`src/sv/pat_pkg.sv`:
```
`timescale 1ns / 1ps
// shared types and constants of the pedal activity tracker
// no dependencies; imported by every module of the block

package pat_pkg;

    // field widths
    localparam int NOW_W     = 32;
    localparam int TICK_W    = 16;
    localparam int REV_W     = 24;
    localparam int CIRC_W    = 12;
    localparam int DIST_W    = 36;
    localparam int SPEED_W   = 32;
    localparam int SESS_W    = 17;
    localparam int CNTR_W    = 16;
    localparam int PER_W     = 16;
    localparam int RTS_W     = 8;

    // speed divide: distance delta times 1000 needs 46 bits
    localparam int DVD_W     = DIST_W + 10;
    localparam int DIV_CNT_W = $clog2(DVD_W + 1);
    localparam logic [DVD_W-1:0] MS_PER_S = DVD_W'(1000);

    // stream words, padded to whole bytes
    localparam int SDATA_W   = 56;
    localparam int MDATA_W   = 120;

    // apb register file
    localparam int PADDR_W   = 5;
    localparam int PDATA_W   = 32;
    localparam logic [2:0] REG_REVS_TO_START  = 3'd0;
    localparam logic [2:0] REG_START_WINDOW   = 3'd1;
    localparam logic [2:0] REG_IDLE_TIMEOUT   = 3'd2;
    localparam logic [2:0] REG_REPORT_PERIOD  = 3'd3;
    localparam logic [2:0] REG_WHEEL_CIRC     = 3'd4;

    // per-tick event codes
    localparam logic [1:0] EV_NONE    = 2'd0;
    localparam logic [1:0] EV_START   = 2'd1;
    localparam logic [1:0] EV_DISCARD = 2'd2;
    localparam logic [1:0] EV_TIMEOUT = 2'd3;

    typedef struct packed {
        logic [RTS_W-1:0]  revs_to_start;
        logic [NOW_W-1:0]  start_window_ms;
        logic [NOW_W-1:0]  idle_timeout_ms;
        logic [PER_W-1:0]  report_period_ms;
        logic [CIRC_W-1:0] wheel_circumference_mm;
    } cfg_t;

    // controller to datapath
    typedef struct packed {
        logic load_in;
        logic pulse_upd;
        logic eval;
        logic decide;
        logic scale;
        logic div_start;
        logic load_out;
    } ctrl_cmd_t;

    // datapath to controller
    typedef struct packed {
        logic div_needed;
        logic div_done;
        logic out_free;
    } dp_status_t;

endpackage

```
`src/sv/pedal_activity_tracker_unit.sv`:
```
`timescale 1ns / 1ps
// pedal activity tracker top level: stream ports, apb register file
// depends on pat_pkg, pat_ctrl and pat_datapath

// Each input word is one polling tick; each tick yields exactly one output word
// carrying the led level, session state, event code, report flag, session number,
// revolutions and distance in mm, and, on report ticks, the speed in mm/s. A tick
// passes through the pulse, eval, decide and scale states to the load state, and
// no new word is taken while a tick is in flight; on a report tick with a positive
// distance delta the speed is computed by a bit-serial divider that takes 46 steps
// before the load. The input is accepted again the cycle after the previous word
// is loaded into the output register, even if it is not yet taken.
// Registers must be written over apb only while no tick is in flight, which the
// block itself does not enforce: revs_to_start at 0x00, start_window_ms at 0x04,
// idle_timeout_ms at 0x08, report_period_ms at 0x0c, wheel_circumference_mm 0x10.

module pedal_activity_tracker_unit
    import pat_pkg::*;
(
    input  logic               aclk,
    input  logic               aresetn,
    // stream in
    input  logic               s_tvalid,
    output logic               s_tready,
    // now_ms[31:0], tick_ms[47:32], pulse_seen[48], link_up[49], sensor_level[50]
    input  logic [SDATA_W-1:0] s_tdata,
    // stream out
    output logic               m_tvalid,
    input  logic               m_tready,
    // led_on[0], session_active[1], tick_event[3:2], report_valid[4],
    // session_number[21:5], revolution_total[45:22], distance_mm[81:46],
    // speed_mm_s[113:82]
    output logic [MDATA_W-1:0] m_tdata,
    // apb
    input  logic               psel,
    input  logic               penable,
    input  logic               pwrite,
    input  logic [PADDR_W-1:0] paddr,
    input  logic [PDATA_W-1:0] pwdata,
    output logic [PDATA_W-1:0] prdata,
    output logic               pready
);

    cfg_t       cfg_reg;
    ctrl_cmd_t  cmd;
    dp_status_t status;
    logic [2:0] reg_index;
    logic       wr_en;

    assign reg_index = paddr[PADDR_W-1:2];
    assign wr_en     = psel && penable && pwrite;
    assign pready    = 1'b1;

    // register writes
    always_ff @(posedge aclk) begin
        if (!aresetn) begin
            cfg_reg.revs_to_start          <= RTS_W'(3);
            cfg_reg.start_window_ms        <= NOW_W'(10000);
            cfg_reg.idle_timeout_ms        <= NOW_W'(30000);
            cfg_reg.report_period_ms       <= PER_W'(5000);
            cfg_reg.wheel_circumference_mm <= CIRC_W'(2100);
        end else if (wr_en) begin
            unique case (reg_index)
                REG_REVS_TO_START: cfg_reg.revs_to_start <= pwdata[RTS_W-1:0];
                REG_START_WINDOW:  cfg_reg.start_window_ms <= pwdata[NOW_W-1:0];
                REG_IDLE_TIMEOUT:  cfg_reg.idle_timeout_ms <= pwdata[NOW_W-1:0];
                REG_REPORT_PERIOD: cfg_reg.report_period_ms <= pwdata[PER_W-1:0];
                REG_WHEEL_CIRC:    cfg_reg.wheel_circumference_mm <= pwdata[CIRC_W-1:0];
                default: ;
            endcase
        end
    end

    // register reads
    always_comb begin
        unique case (reg_index)
            REG_REVS_TO_START: prdata = {(PDATA_W - RTS_W)'(0), cfg_reg.revs_to_start};
            REG_START_WINDOW:  prdata = cfg_reg.start_window_ms;
            REG_IDLE_TIMEOUT:  prdata = cfg_reg.idle_timeout_ms;
            REG_REPORT_PERIOD: prdata = {(PDATA_W - PER_W)'(0), cfg_reg.report_period_ms};
            REG_WHEEL_CIRC:
                prdata = {(PDATA_W - CIRC_W)'(0), cfg_reg.wheel_circumference_mm};
            default:           prdata = '0;
        endcase
    end

    pat_ctrl u_ctrl (
        .aclk     (aclk),
        .aresetn  (aresetn),
        .s_tvalid (s_tvalid),
        .s_tready (s_tready),
        .status   (status),
        .cmd      (cmd)
    );

    pat_datapath u_datapath (
        .aclk     (aclk),
        .aresetn  (aresetn),
        .cfg      (cfg_reg),
        .cmd      (cmd),
        .status   (status),
        .s_tdata  (s_tdata),
        .m_tvalid (m_tvalid),
        .m_tready (m_tready),
        .m_tdata  (m_tdata)
    );

endmodule

```
`src/sv/pat_div.sv`:
```
`timescale 1ns / 1ps
// restoring divider for the speed figure, one quotient bit per cycle
// depends on pat_pkg

module pat_div
    import pat_pkg::*;
(
    input  logic             aclk,
    input  logic             aresetn,
    input  logic             start,
    input  logic [DVD_W-1:0] dividend,
    input  logic [PER_W-1:0] divisor,
    output logic [DVD_W-1:0] quotient,
    output logic             done
);

    logic [DVD_W-1:0]     q_reg;
    logic [PER_W-1:0]     rem_reg;
    logic [PER_W-1:0]     dsr_reg;
    logic [DIV_CNT_W-1:0] cnt_reg;
    logic                 busy_reg;
    logic                 done_reg;
    logic [PER_W:0]       rem_shift;
    logic                 fits;

    // trial subtract of the shifted remainder
    assign rem_shift = {rem_reg, q_reg[DVD_W-1]};
    assign fits      = rem_shift >= {1'b0, dsr_reg};

    // control: busy flag, step counter, done flag
    always_ff @(posedge aclk) begin
        if (!aresetn) begin
            busy_reg <= 1'b0;
            done_reg <= 1'b0;
            cnt_reg  <= '0;
        end else if (start) begin
            busy_reg <= 1'b1;
            done_reg <= 1'b0;
            cnt_reg  <= DIV_CNT_W'(DVD_W);
        end else if (busy_reg) begin
            cnt_reg <= cnt_reg - 1'b1;
            if (cnt_reg == DIV_CNT_W'(1)) begin
                busy_reg <= 1'b0;
                done_reg <= 1'b1;
            end
        end
    end

    // datapath: dividend bits shift out as quotient bits shift in
    always_ff @(posedge aclk) begin
        if (start) begin
            q_reg   <= dividend;
            rem_reg <= '0;
            dsr_reg <= divisor;
        end else if (busy_reg) begin
            q_reg <= {q_reg[DVD_W-2:0], fits};
            if (fits) begin
                rem_reg <= PER_W'(rem_shift - {1'b0, dsr_reg});
            end else begin
                rem_reg <= rem_shift[PER_W-1:0];
            end
        end
    end

    assign quotient = q_reg;
    assign done     = done_reg;

endmodule

```
`src/sv/pat_datapath.sv`:
```
`timescale 1ns / 1ps
// tracker datapath: session state, tick evaluation, report math, output word
// depends on pat_pkg and pat_div

module pat_datapath
    import pat_pkg::*;
(
    input  logic               aclk,
    input  logic               aresetn,
    input  cfg_t               cfg,
    input  ctrl_cmd_t          cmd,
    output dp_status_t         status,
    input  logic [SDATA_W-1:0] s_tdata,
    output logic               m_tvalid,
    input  logic               m_tready,
    output logic [MDATA_W-1:0] m_tdata
);

    // input word
    logic [NOW_W-1:0]  now_reg;
    logic [TICK_W-1:0] tick_reg;
    logic              pulse_reg;
    logic              link_reg;
    logic              level_reg;

    // session state
    logic                     active_reg;
    logic [REV_W-1:0]         rev_reg;
    logic [NOW_W-1:0]         first_reg;
    logic [NOW_W-1:0]         last_reg;
    logic [NOW_W-1:0]         timer_reg;
    logic [DIST_W-1:0]        prev_reg;
    logic signed [SESS_W-1:0] session_reg;
    logic [CNTR_W-1:0]        counter_reg;

    // evaluation results
    logic              win_ok_reg;
    logic              rev_ok_reg;
    logic              timeout_reg;
    logic [NOW_W-1:0]  timer_plus_reg;
    logic [DIST_W-1:0] prod_reg;

    // decision results
    logic              div_needed_reg;
    logic [DIST_W-1:0] diff_reg;
    logic [DIST_W-1:0] dist_reg;
    logic [1:0]        event_reg;
    logic              report_reg;
    logic [DVD_W-1:0]  dividend_reg;

    // output word
    logic                     m_tvalid_reg;
    logic                     out_led_reg;
    logic                     out_active_reg;
    logic [1:0]               out_event_reg;
    logic                     out_report_reg;
    logic signed [SESS_W-1:0] out_session_reg;
    logic [REV_W-1:0]         out_rev_reg;
    logic [DIST_W-1:0]        out_dist_reg;
    logic [SPEED_W-1:0]       out_speed_reg;

    // evaluation logic
    logic [NOW_W-1:0]  since_first;
    logic [NOW_W-1:0]  since_last;
    logic [NOW_W:0]    timer_sum;

    // decision logic
    logic                     active_next;
    logic [REV_W-1:0]         rev_next;
    logic [NOW_W-1:0]         first_next;
    logic [NOW_W-1:0]         last_next;
    logic [NOW_W-1:0]         timer_next;
    logic [DIST_W-1:0]        prev_next;
    logic signed [SESS_W-1:0] session_next;
    logic [CNTR_W-1:0]        counter_next;
    logic [1:0]               event_next;
    logic                     report_next;
    logic                     div_needed_next;
    logic [DIST_W-1:0]        diff_next;
    logic [DIST_W-1:0]        dist_next;
    logic                     cleared;
    logic [NOW_W-1:0]         timer_new;
    logic [DIST_W-1:0]        total;
    logic [DIST_W-1:0]        prev_eff;

    // divider hookup
    logic [PER_W-1:0]   divisor;
    logic [DVD_W-1:0]   quotient;
    logic               div_done;
    logic [SPEED_W-1:0] speed;

    // capture the input word
    always_ff @(posedge aclk) begin
        if (cmd.load_in) begin
            now_reg   <= s_tdata[31:0];
            tick_reg  <= s_tdata[47:32];
            pulse_reg <= s_tdata[48];
            link_reg  <= s_tdata[49];
            level_reg <= s_tdata[50];
        end
    end

    // elapsed times, start and timeout tests, report timer sum, distance product
    assign since_first = now_reg - first_reg;
    assign since_last  = now_reg - last_reg;
    assign timer_sum   = {1'b0, timer_reg} + {(NOW_W + 1 - TICK_W)'(0), tick_reg};

    always_ff @(posedge aclk) begin
        if (cmd.eval) begin
            win_ok_reg     <= since_first <= cfg.start_window_ms;
            rev_ok_reg     <= rev_reg >= {(REV_W - RTS_W)'(0), cfg.revs_to_start};
            timeout_reg    <= since_last >= cfg.idle_timeout_ms;
            timer_plus_reg <= timer_sum[NOW_W] ? '1 : timer_sum[NOW_W-1:0];
            prod_reg       <= {(DIST_W - REV_W)'(0), rev_reg}
                              * {(DIST_W - CIRC_W)'(0), cfg.wheel_circumference_mm};
        end
    end

    // session decision for this tick
    always_comb begin
        active_next     = active_reg;
        rev_next        = rev_reg;
        first_next      = first_reg;
        last_next       = last_reg;
        timer_next      = timer_reg;
        prev_next       = prev_reg;
        session_next    = session_reg;
        counter_next    = counter_reg;
        event_next      = EV_NONE;
        report_next     = 1'b0;
        div_needed_next = 1'b0;
        diff_next       = diff_reg;
        cleared         = 1'b0;
        timer_new       = timeout_reg ? {(NOW_W - TICK_W)'(0), tick_reg} : timer_plus_reg;
        total           = timeout_reg ? '0 : prod_reg;
        prev_eff        = timeout_reg ? '0 : prev_reg;

        if (!active_reg) begin
            if (rev_ok_reg && win_ok_reg) begin
                active_next  = 1'b1;
                session_next = $signed({1'b0, counter_reg});
                counter_next = counter_reg + 1'b1;
                event_next   = EV_START;
            end else if (!win_ok_reg && rev_reg != '0) begin
                cleared    = 1'b1;
                event_next = EV_DISCARD;
            end
        end else begin
            if (timeout_reg) begin
                cleared    = 1'b1;
                event_next = EV_TIMEOUT;
            end
        end

        // clear the attempt or session
        if (cleared) begin
            active_next  = 1'b0;
            rev_next     = '0;
            first_next   = '0;
            last_next    = '0;
            timer_next   = '0;
            prev_next    = '0;
            session_next = '1;
        end

        // report timer still runs on a timeout tick
        if (active_reg) begin
            if (timer_new >= {(NOW_W - PER_W)'(0), cfg.report_period_ms}) begin
                timer_next = '0;
                if (link_reg) begin
                    if (total > prev_eff) begin
                        div_needed_next = 1'b1;
                        diff_next       = total - prev_eff;
                    end
                    prev_next   = total;
                    report_next = 1'b1;
                end
            end else begin
                timer_next = timer_new;
            end
        end

        dist_next = cleared ? '0 : prod_reg;
    end

    // session state registers
    always_ff @(posedge aclk) begin
        if (!aresetn) begin
            active_reg  <= 1'b0;
            rev_reg     <= '0;
            first_reg   <= '0;
            last_reg    <= '0;
            timer_reg   <= '0;
            prev_reg    <= '0;
            session_reg <= '1;
            counter_reg <= '0;
        end else if (cmd.pulse_upd) begin
            if (pulse_reg) begin
                last_reg <= now_reg;
                if (rev_reg == '0) begin
                    first_reg <= now_reg;
                end
                if (rev_reg != '1) begin
                    rev_reg <= rev_reg + 1'b1;
                end
            end
        end else if (cmd.decide) begin
            active_reg  <= active_next;
            rev_reg     <= rev_next;
            first_reg   <= first_next;
            last_reg    <= last_next;
            timer_reg   <= timer_next;
            prev_reg    <= prev_next;
            session_reg <= session_next;
            counter_reg <= counter_next;
        end
    end

    // per-tick decision results
    always_ff @(posedge aclk) begin
        if (!aresetn) begin
            div_needed_reg <= 1'b0;
        end else if (cmd.decide) begin
            div_needed_reg <= div_needed_next;
        end
    end

    always_ff @(posedge aclk) begin
        if (cmd.decide) begin
            diff_reg   <= diff_next;
            dist_reg   <= dist_next;
            event_reg  <= event_next;
            report_reg <= report_next;
        end
    end

    // distance delta scaled to mm/s numerator
    always_ff @(posedge aclk) begin
        if (cmd.scale) begin
            dividend_reg <= {(DVD_W - DIST_W)'(0), diff_reg} * MS_PER_S;
        end
    end

    // a zero period divides by one
    assign divisor = (cfg.report_period_ms == '0) ? PER_W'(1) : cfg.report_period_ms;

    pat_div u_div (
        .aclk     (aclk),
        .aresetn  (aresetn),
        .start    (cmd.div_start),
        .dividend (dividend_reg),
        .divisor  (divisor),
        .quotient (quotient),
        .done     (div_done)
    );

    // saturate the quotient to 32 bits; zero when no speed is pending
    always_comb begin
        if (!div_needed_reg) begin
            speed = '0;
        end else if (quotient[DVD_W-1:SPEED_W] != '0) begin
            speed = '1;
        end else begin
            speed = quotient[SPEED_W-1:0];
        end
    end

    // output register
    always_ff @(posedge aclk) begin
        if (!aresetn) begin
            m_tvalid_reg <= 1'b0;
        end else if (cmd.load_out) begin
            m_tvalid_reg <= 1'b1;
        end else if (m_tready) begin
            m_tvalid_reg <= 1'b0;
        end
    end

    always_ff @(posedge aclk) begin
        if (cmd.load_out) begin
            out_led_reg     <= ~level_reg;
            out_active_reg  <= active_reg;
            out_event_reg   <= event_reg;
            out_report_reg  <= report_reg;
            out_session_reg <= session_reg;
            out_rev_reg     <= rev_reg;
            out_dist_reg    <= dist_reg;
            out_speed_reg   <= speed;
        end
    end

    assign m_tvalid = m_tvalid_reg;
    assign m_tdata  = {6'd0, out_speed_reg, out_dist_reg, out_rev_reg, out_session_reg,
                       out_report_reg, out_event_reg, out_active_reg, out_led_reg};

    assign status.div_needed = div_needed_reg;
    assign status.div_done   = div_done;
    assign status.out_free   = !m_tvalid_reg || m_tready;

`ifndef SYNTHESIS
    // a running session always carries a real session number
    a_active_has_session: assert property (@(posedge aclk) disable iff (!aresetn)
        active_reg |-> !session_reg[SESS_W-1])
        else $error("active session without a session number");

    // with no revolutions counted the pulse times are cleared
    a_no_revs_no_times: assert property (@(posedge aclk) disable iff (!aresetn)
        (rev_reg == '0) |-> (first_reg == '0 && last_reg == '0))
        else $error("pulse times held with zero revolutions");

    // a nonzero speed only travels with a report
    a_speed_needs_report: assert property (@(posedge aclk) disable iff (!aresetn)
        (m_tvalid_reg && out_speed_reg != '0) |-> out_report_reg)
        else $error("speed reported without report flag");

    // the divider starts only for a report with a positive delta
    a_div_start_needed: assert property (@(posedge aclk) disable iff (!aresetn)
        cmd.div_start |-> div_needed_reg)
        else $error("divider started without a pending speed");
`endif

endmodule

```
`src/sv/pat_ctrl.sv`:
```
`timescale 1ns / 1ps
// tracker controller: sequences one tick through the datapath
// depends on pat_pkg

module pat_ctrl
    import pat_pkg::*;
(
    input  logic       aclk,
    input  logic       aresetn,
    input  logic       s_tvalid,
    output logic       s_tready,
    input  dp_status_t status,
    output ctrl_cmd_t  cmd
);

    localparam logic [2:0] S_IDLE     = 3'd0;
    localparam logic [2:0] S_PULSE    = 3'd1;
    localparam logic [2:0] S_EVAL     = 3'd2;
    localparam logic [2:0] S_DECIDE   = 3'd3;
    localparam logic [2:0] S_SCALE    = 3'd4;
    localparam logic [2:0] S_DIV_GO   = 3'd5;
    localparam logic [2:0] S_DIV_WAIT = 3'd6;
    localparam logic [2:0] S_LOAD     = 3'd7;

    logic [2:0] state_reg;
    logic [2:0] state_next;

    // next state and commands
    always_comb begin
        state_next = state_reg;
        cmd        = '0;
        unique case (state_reg)
            S_IDLE: begin
                cmd.load_in = s_tvalid;
                if (s_tvalid) begin
                    state_next = S_PULSE;
                end
            end
            S_PULSE: begin
                cmd.pulse_upd = 1'b1;
                state_next    = S_EVAL;
            end
            S_EVAL: begin
                cmd.eval   = 1'b1;
                state_next = S_DECIDE;
            end
            S_DECIDE: begin
                cmd.decide = 1'b1;
                state_next = S_SCALE;
            end
            S_SCALE: begin
                cmd.scale  = 1'b1;
                state_next = status.div_needed ? S_DIV_GO : S_LOAD;
            end
            S_DIV_GO: begin
                cmd.div_start = 1'b1;
                state_next    = S_DIV_WAIT;
            end
            S_DIV_WAIT: begin
                if (status.div_done) begin
                    state_next = S_LOAD;
                end
            end
            S_LOAD: begin
                if (status.out_free) begin
                    cmd.load_out = 1'b1;
                    state_next   = S_IDLE;
                end
            end
            default: begin
                state_next = S_IDLE;
            end
        endcase
    end

    always_ff @(posedge aclk) begin
        if (!aresetn) begin
            state_reg <= S_IDLE;
        end else begin
            state_reg <= state_next;
        end
    end

    assign s_tready = (state_reg == S_IDLE);

endmodule
```
`config.mk`:
```
export PLATFORM = sky130hd
export DESIGN_NAME = pedal_activity_tracker_unit
export DESIGN_NICKNAME = d
export VERILOG_FILES = /design/src/sv/pat_pkg.sv /design/src/sv/pedal_activity_tracker_unit.sv /design/src/sv/pat_div.sv /design/src/sv/pat_datapath.sv /design/src/sv/pat_ctrl.sv
export SDC_FILE = /design/constraint.sdc
export NUM_CORES = 2
export LEC_CHECK = 0
export BUFFER_PORTS_ARGS = -buffer_cell sky130_fd_sc_hd__buf_4
export CORE_MARGIN = 2
export CORE_UTILIZATION = 45
export CTS_BUF_LIST = sky130_fd_sc_hd__clkbuf_8
export DETAILED_ROUTE_END_ITERATION = 7
export PLACE_DENSITY = 0.63
export RECOVER_POWER = 100
export SYNTH_ARGS = -nofsm -noshare
export SYNTH_HDL_FRONTEND = slang
export SYNTH_SLANG_ARGS = --single-unit
export TNS_END_PERCENT = 20
```
`constraint.sdc`:
```
create_clock -name aclk -period 8.1 [get_ports aclk]
set_clock_uncertainty 0.15 [all_clocks]
set_input_delay 0.81 -clock aclk [delete_from_list [all_inputs] [get_ports aclk]]
set_output_delay 0.81 -clock aclk [all_outputs]
set_load 0.01 [all_outputs]
```
==> impl_metrics.yaml <==
grt:
  grt_pass1_wl_mm: 200.1
  overflow: 0
  track_usage_pct: 21.66
  grt_max_degree: 195
  antenna_found_initial: 5
  grt_pass1_vias: 36570
drt:
  drt_wl_total_mm: 125.5
  drc: 0
  drtIter0Drc: 2349
  final_antenna_net_count: 0
  firstDrtPassIters: 6
  vias: 36990
  wl_per_cell_um: 17.96
  viasPerCell: 5.293
setup_path:
  critPathKind: "register to register"
  r2r_start: "cfg_reg[3]$_SDFFE_PN0P_"
  critPathRequiredTime_ns: 8.54
  startpoint: "cfg_reg[3]$_SDFFE_PN0P_"
  rr_worst_depth: 20
  critPathLaunchType: "register"
  cp_data_arrival_time_ns: 7.50
  cp_max_fo: 20
  cp-end-kind: "register"
  reg2reg_setup_slack_ns: 1.05
cts:
  cts_sinks: 735
  cts_buffer_depth: 3
  cts_buffers: 135
  cts_tree: "done"
  htree_num_levels: 4
  cts_resized: 0
  postCtsSetupBuffers: 0
  clk_pin_slew_ns: 0.06
  cts_root_buffer: "clkbuf_8"
  clk_latency_ns: 0.85
sta:
  slew_headroom_pct: -161.2
  setup_viol: 0
  period_needed_ns: 7.053
  tightest_slew_ns: 3.919
  setup_ws_ns: 1.047
  rsz0062_at_grt: "false"
  setup-tns-final_ns: 0
  slew_viol_final: 753
  hold_ws_ns: 0.08474
  clock.fmax_ghz: 0.1418
  finalHoldViolations: 0
  period_share_pct: 87.07
final_layout:
  largest_reg_flops: 100
  fill_cells: 10550
  final_common_cell: "nand2_1"
  drive_gt1_share_pct: 6.127
  area_growth_pct: 10.31
  multi_input_area_um2: 28710
  nNetsFinal: 6229
  layout_common_cells: "nand2_1, inv_1, edfxtp_1"
  seq_area_um2: 18880
die:
  rows: 123
  die_w_um: 341.2
  dieArea_um2: 116400
  start_util_pct: 45.42
  core_area_um2: 112700
  ios: 255
  die_h_um: 341.2
placement:
  io_buffers: 240
  place_ws_ns: 1.507
  dp_hpwl_mm: 93.55
  gp_congestion: 0.9113
yosys:
  synth_seq_area_share_pct: 36.89
  ys_warn_count: 0
  ys_types: 101
  synth_compound_area_share_pct: 13.36
  syn_avg_cell_area_um2: 9.952
  ys_ff_latch: 735
  synthesis.area_um2: 51170
  async_flop_share_pct: 0
  synth_top_family_by_area: "adder cells"
  yosys.area_share.simple_pct: 14.42
  synth-main-ff-cell: "edfxtp_1"
  post-synth-top-area-cell: "edfxtp_1"
  synthMuxAreaShare_pct: 1.418
  synthTopCellsByArea: "edfxtp_1, fa_1, dfxtp_1"
  netlist_instances: 5142
  synth_edf_count: 416
  synth_xor_xnor_area_share_pct: 3.543
  synth-adder-area-share_pct: 23.58
  yosys.area.top_type_share_pct: 24.41
run_status:
  status: "complete, but fails checks"
  violations: "capacitance limit, slew limit"
hold_path:
  hold_class: "primary input to register"
  min_from: "pwdata[2]"
  whs_path_depth: 3
run:
  max_cap_viol_count: 19
power:
  leakage_nw: 23.45
  p_per_area_nw_per_um2: 165.3
  max-vdd-ir-drop_mv: 0.1412
  finalPower_mw: 9.329
cells by family after synthesis:
kind of cell / after synthesis
simple gates: 1524
fa+ha+maj: 749
other cells: 2
mux: 68
xor+xnor: 207
buf+inv: 883
flops: 735
compound gates: 974
cell usage after synthesis, drive strengths merged (25+ instances only):
library cell    n
a211oi         26
a21boi        116
a21o          123
a21oi         181
a22o           66
a22oi          45
a31oi          31
and2          128
and3           84
buf            55
clkbuf        193
dfxtp         319
edfxtp        416
fa            359
ha            390
inv           635
mux2i          44
nand2         683
nand2b         69
nand3          99
nand4          39
nor2          141
nor2b         119
nor3           64
o211ai         34
o21a           70
o21ai         153
or3            25
xnor2         143
xor2           64
worst paths after layout:
path	endpoint
min reg2reg	u_datapath.out_session_reg[4]$_DFFE_PP_
max reg2reg	u_datapath.prod_reg[35]$_DFFE_PP_
min	cfg_reg[2]$_SDFFE_PN1P_
max	u_datapath.prod_reg[35]$_DFFE_PP_
per-stage QoR:
stage          utilization (%)  instances  area (um^2)
2_1_floorplan                -       5147        51190
3_3_place_gp             48.17       6692        54270
3_5_place_dp             48.17       6692        54270
4_1_cts                  50.90       6984        57340
5_1_grt                  50.11       6987        56450
6_report                 50.11       6988        56450
layout make-up:
class | count | share of cell area [%]
Clock inverter | 98 | 1.055
Multi-Input combinational cell | 3529 | 50.87
Clock buffer | 143 | 3.487
Antenna cell | 4 | 0.01773
Tap cell | 1500 | 3.325
Sequential cell | 735 | 33.44
Timing Repair Buffer | 344 | 3.584
Inverter | 635 | 4.223
routing by layer:
layer	part of all wire, %	GRT usage [%]	routed length [um]	up-vias
met5	0	0	0	-
met4	3.3	8.067	4103	0
met3	5.5	3.550	6932	199
met2	46	35.19	57970	992
met1	45	29.15	56500	17880
li1	-	-	-	17920
worst max-delay path, stage by stage (launching register included):
cell and delay (ns):
dfxtp_1 0.94, clkbuf_1 0.35, nand2_1 0.13, fa_1 0.42
fa_1 0.47, fa_1 0.49, inv_1 0.05, fa_1 0.52
inv_1 0.05, fa_1 0.52, inv_1 0.04, ha_1 0.34
o211ai_1 0.19, a21oi_1 0.07, a221oi_1 0.57, a31oi_1 0.33
a221oi_2 0.52, o311a_1 0.26, o41a_1 0.17, o21bai_2 0.07
xnor2_1 0.12
what timing repair did:
item,in CTS,in global routing
setup endpoints to repair,0,0
hold endpoints to repair,51,0
hold buffers,51,0
power by group:
| group | total, mW | internal (mW) | switching (mW) |
|---|---|---|---|
| Sequential | 4.21 | 4.10 | 0.109 |
| Clock | 3.43 | 1.83 | 1.61 |
| Combinational | 1.68 | 0.726 | 0.958 |
Note: power is estimated with default switching activity, not from simulation.
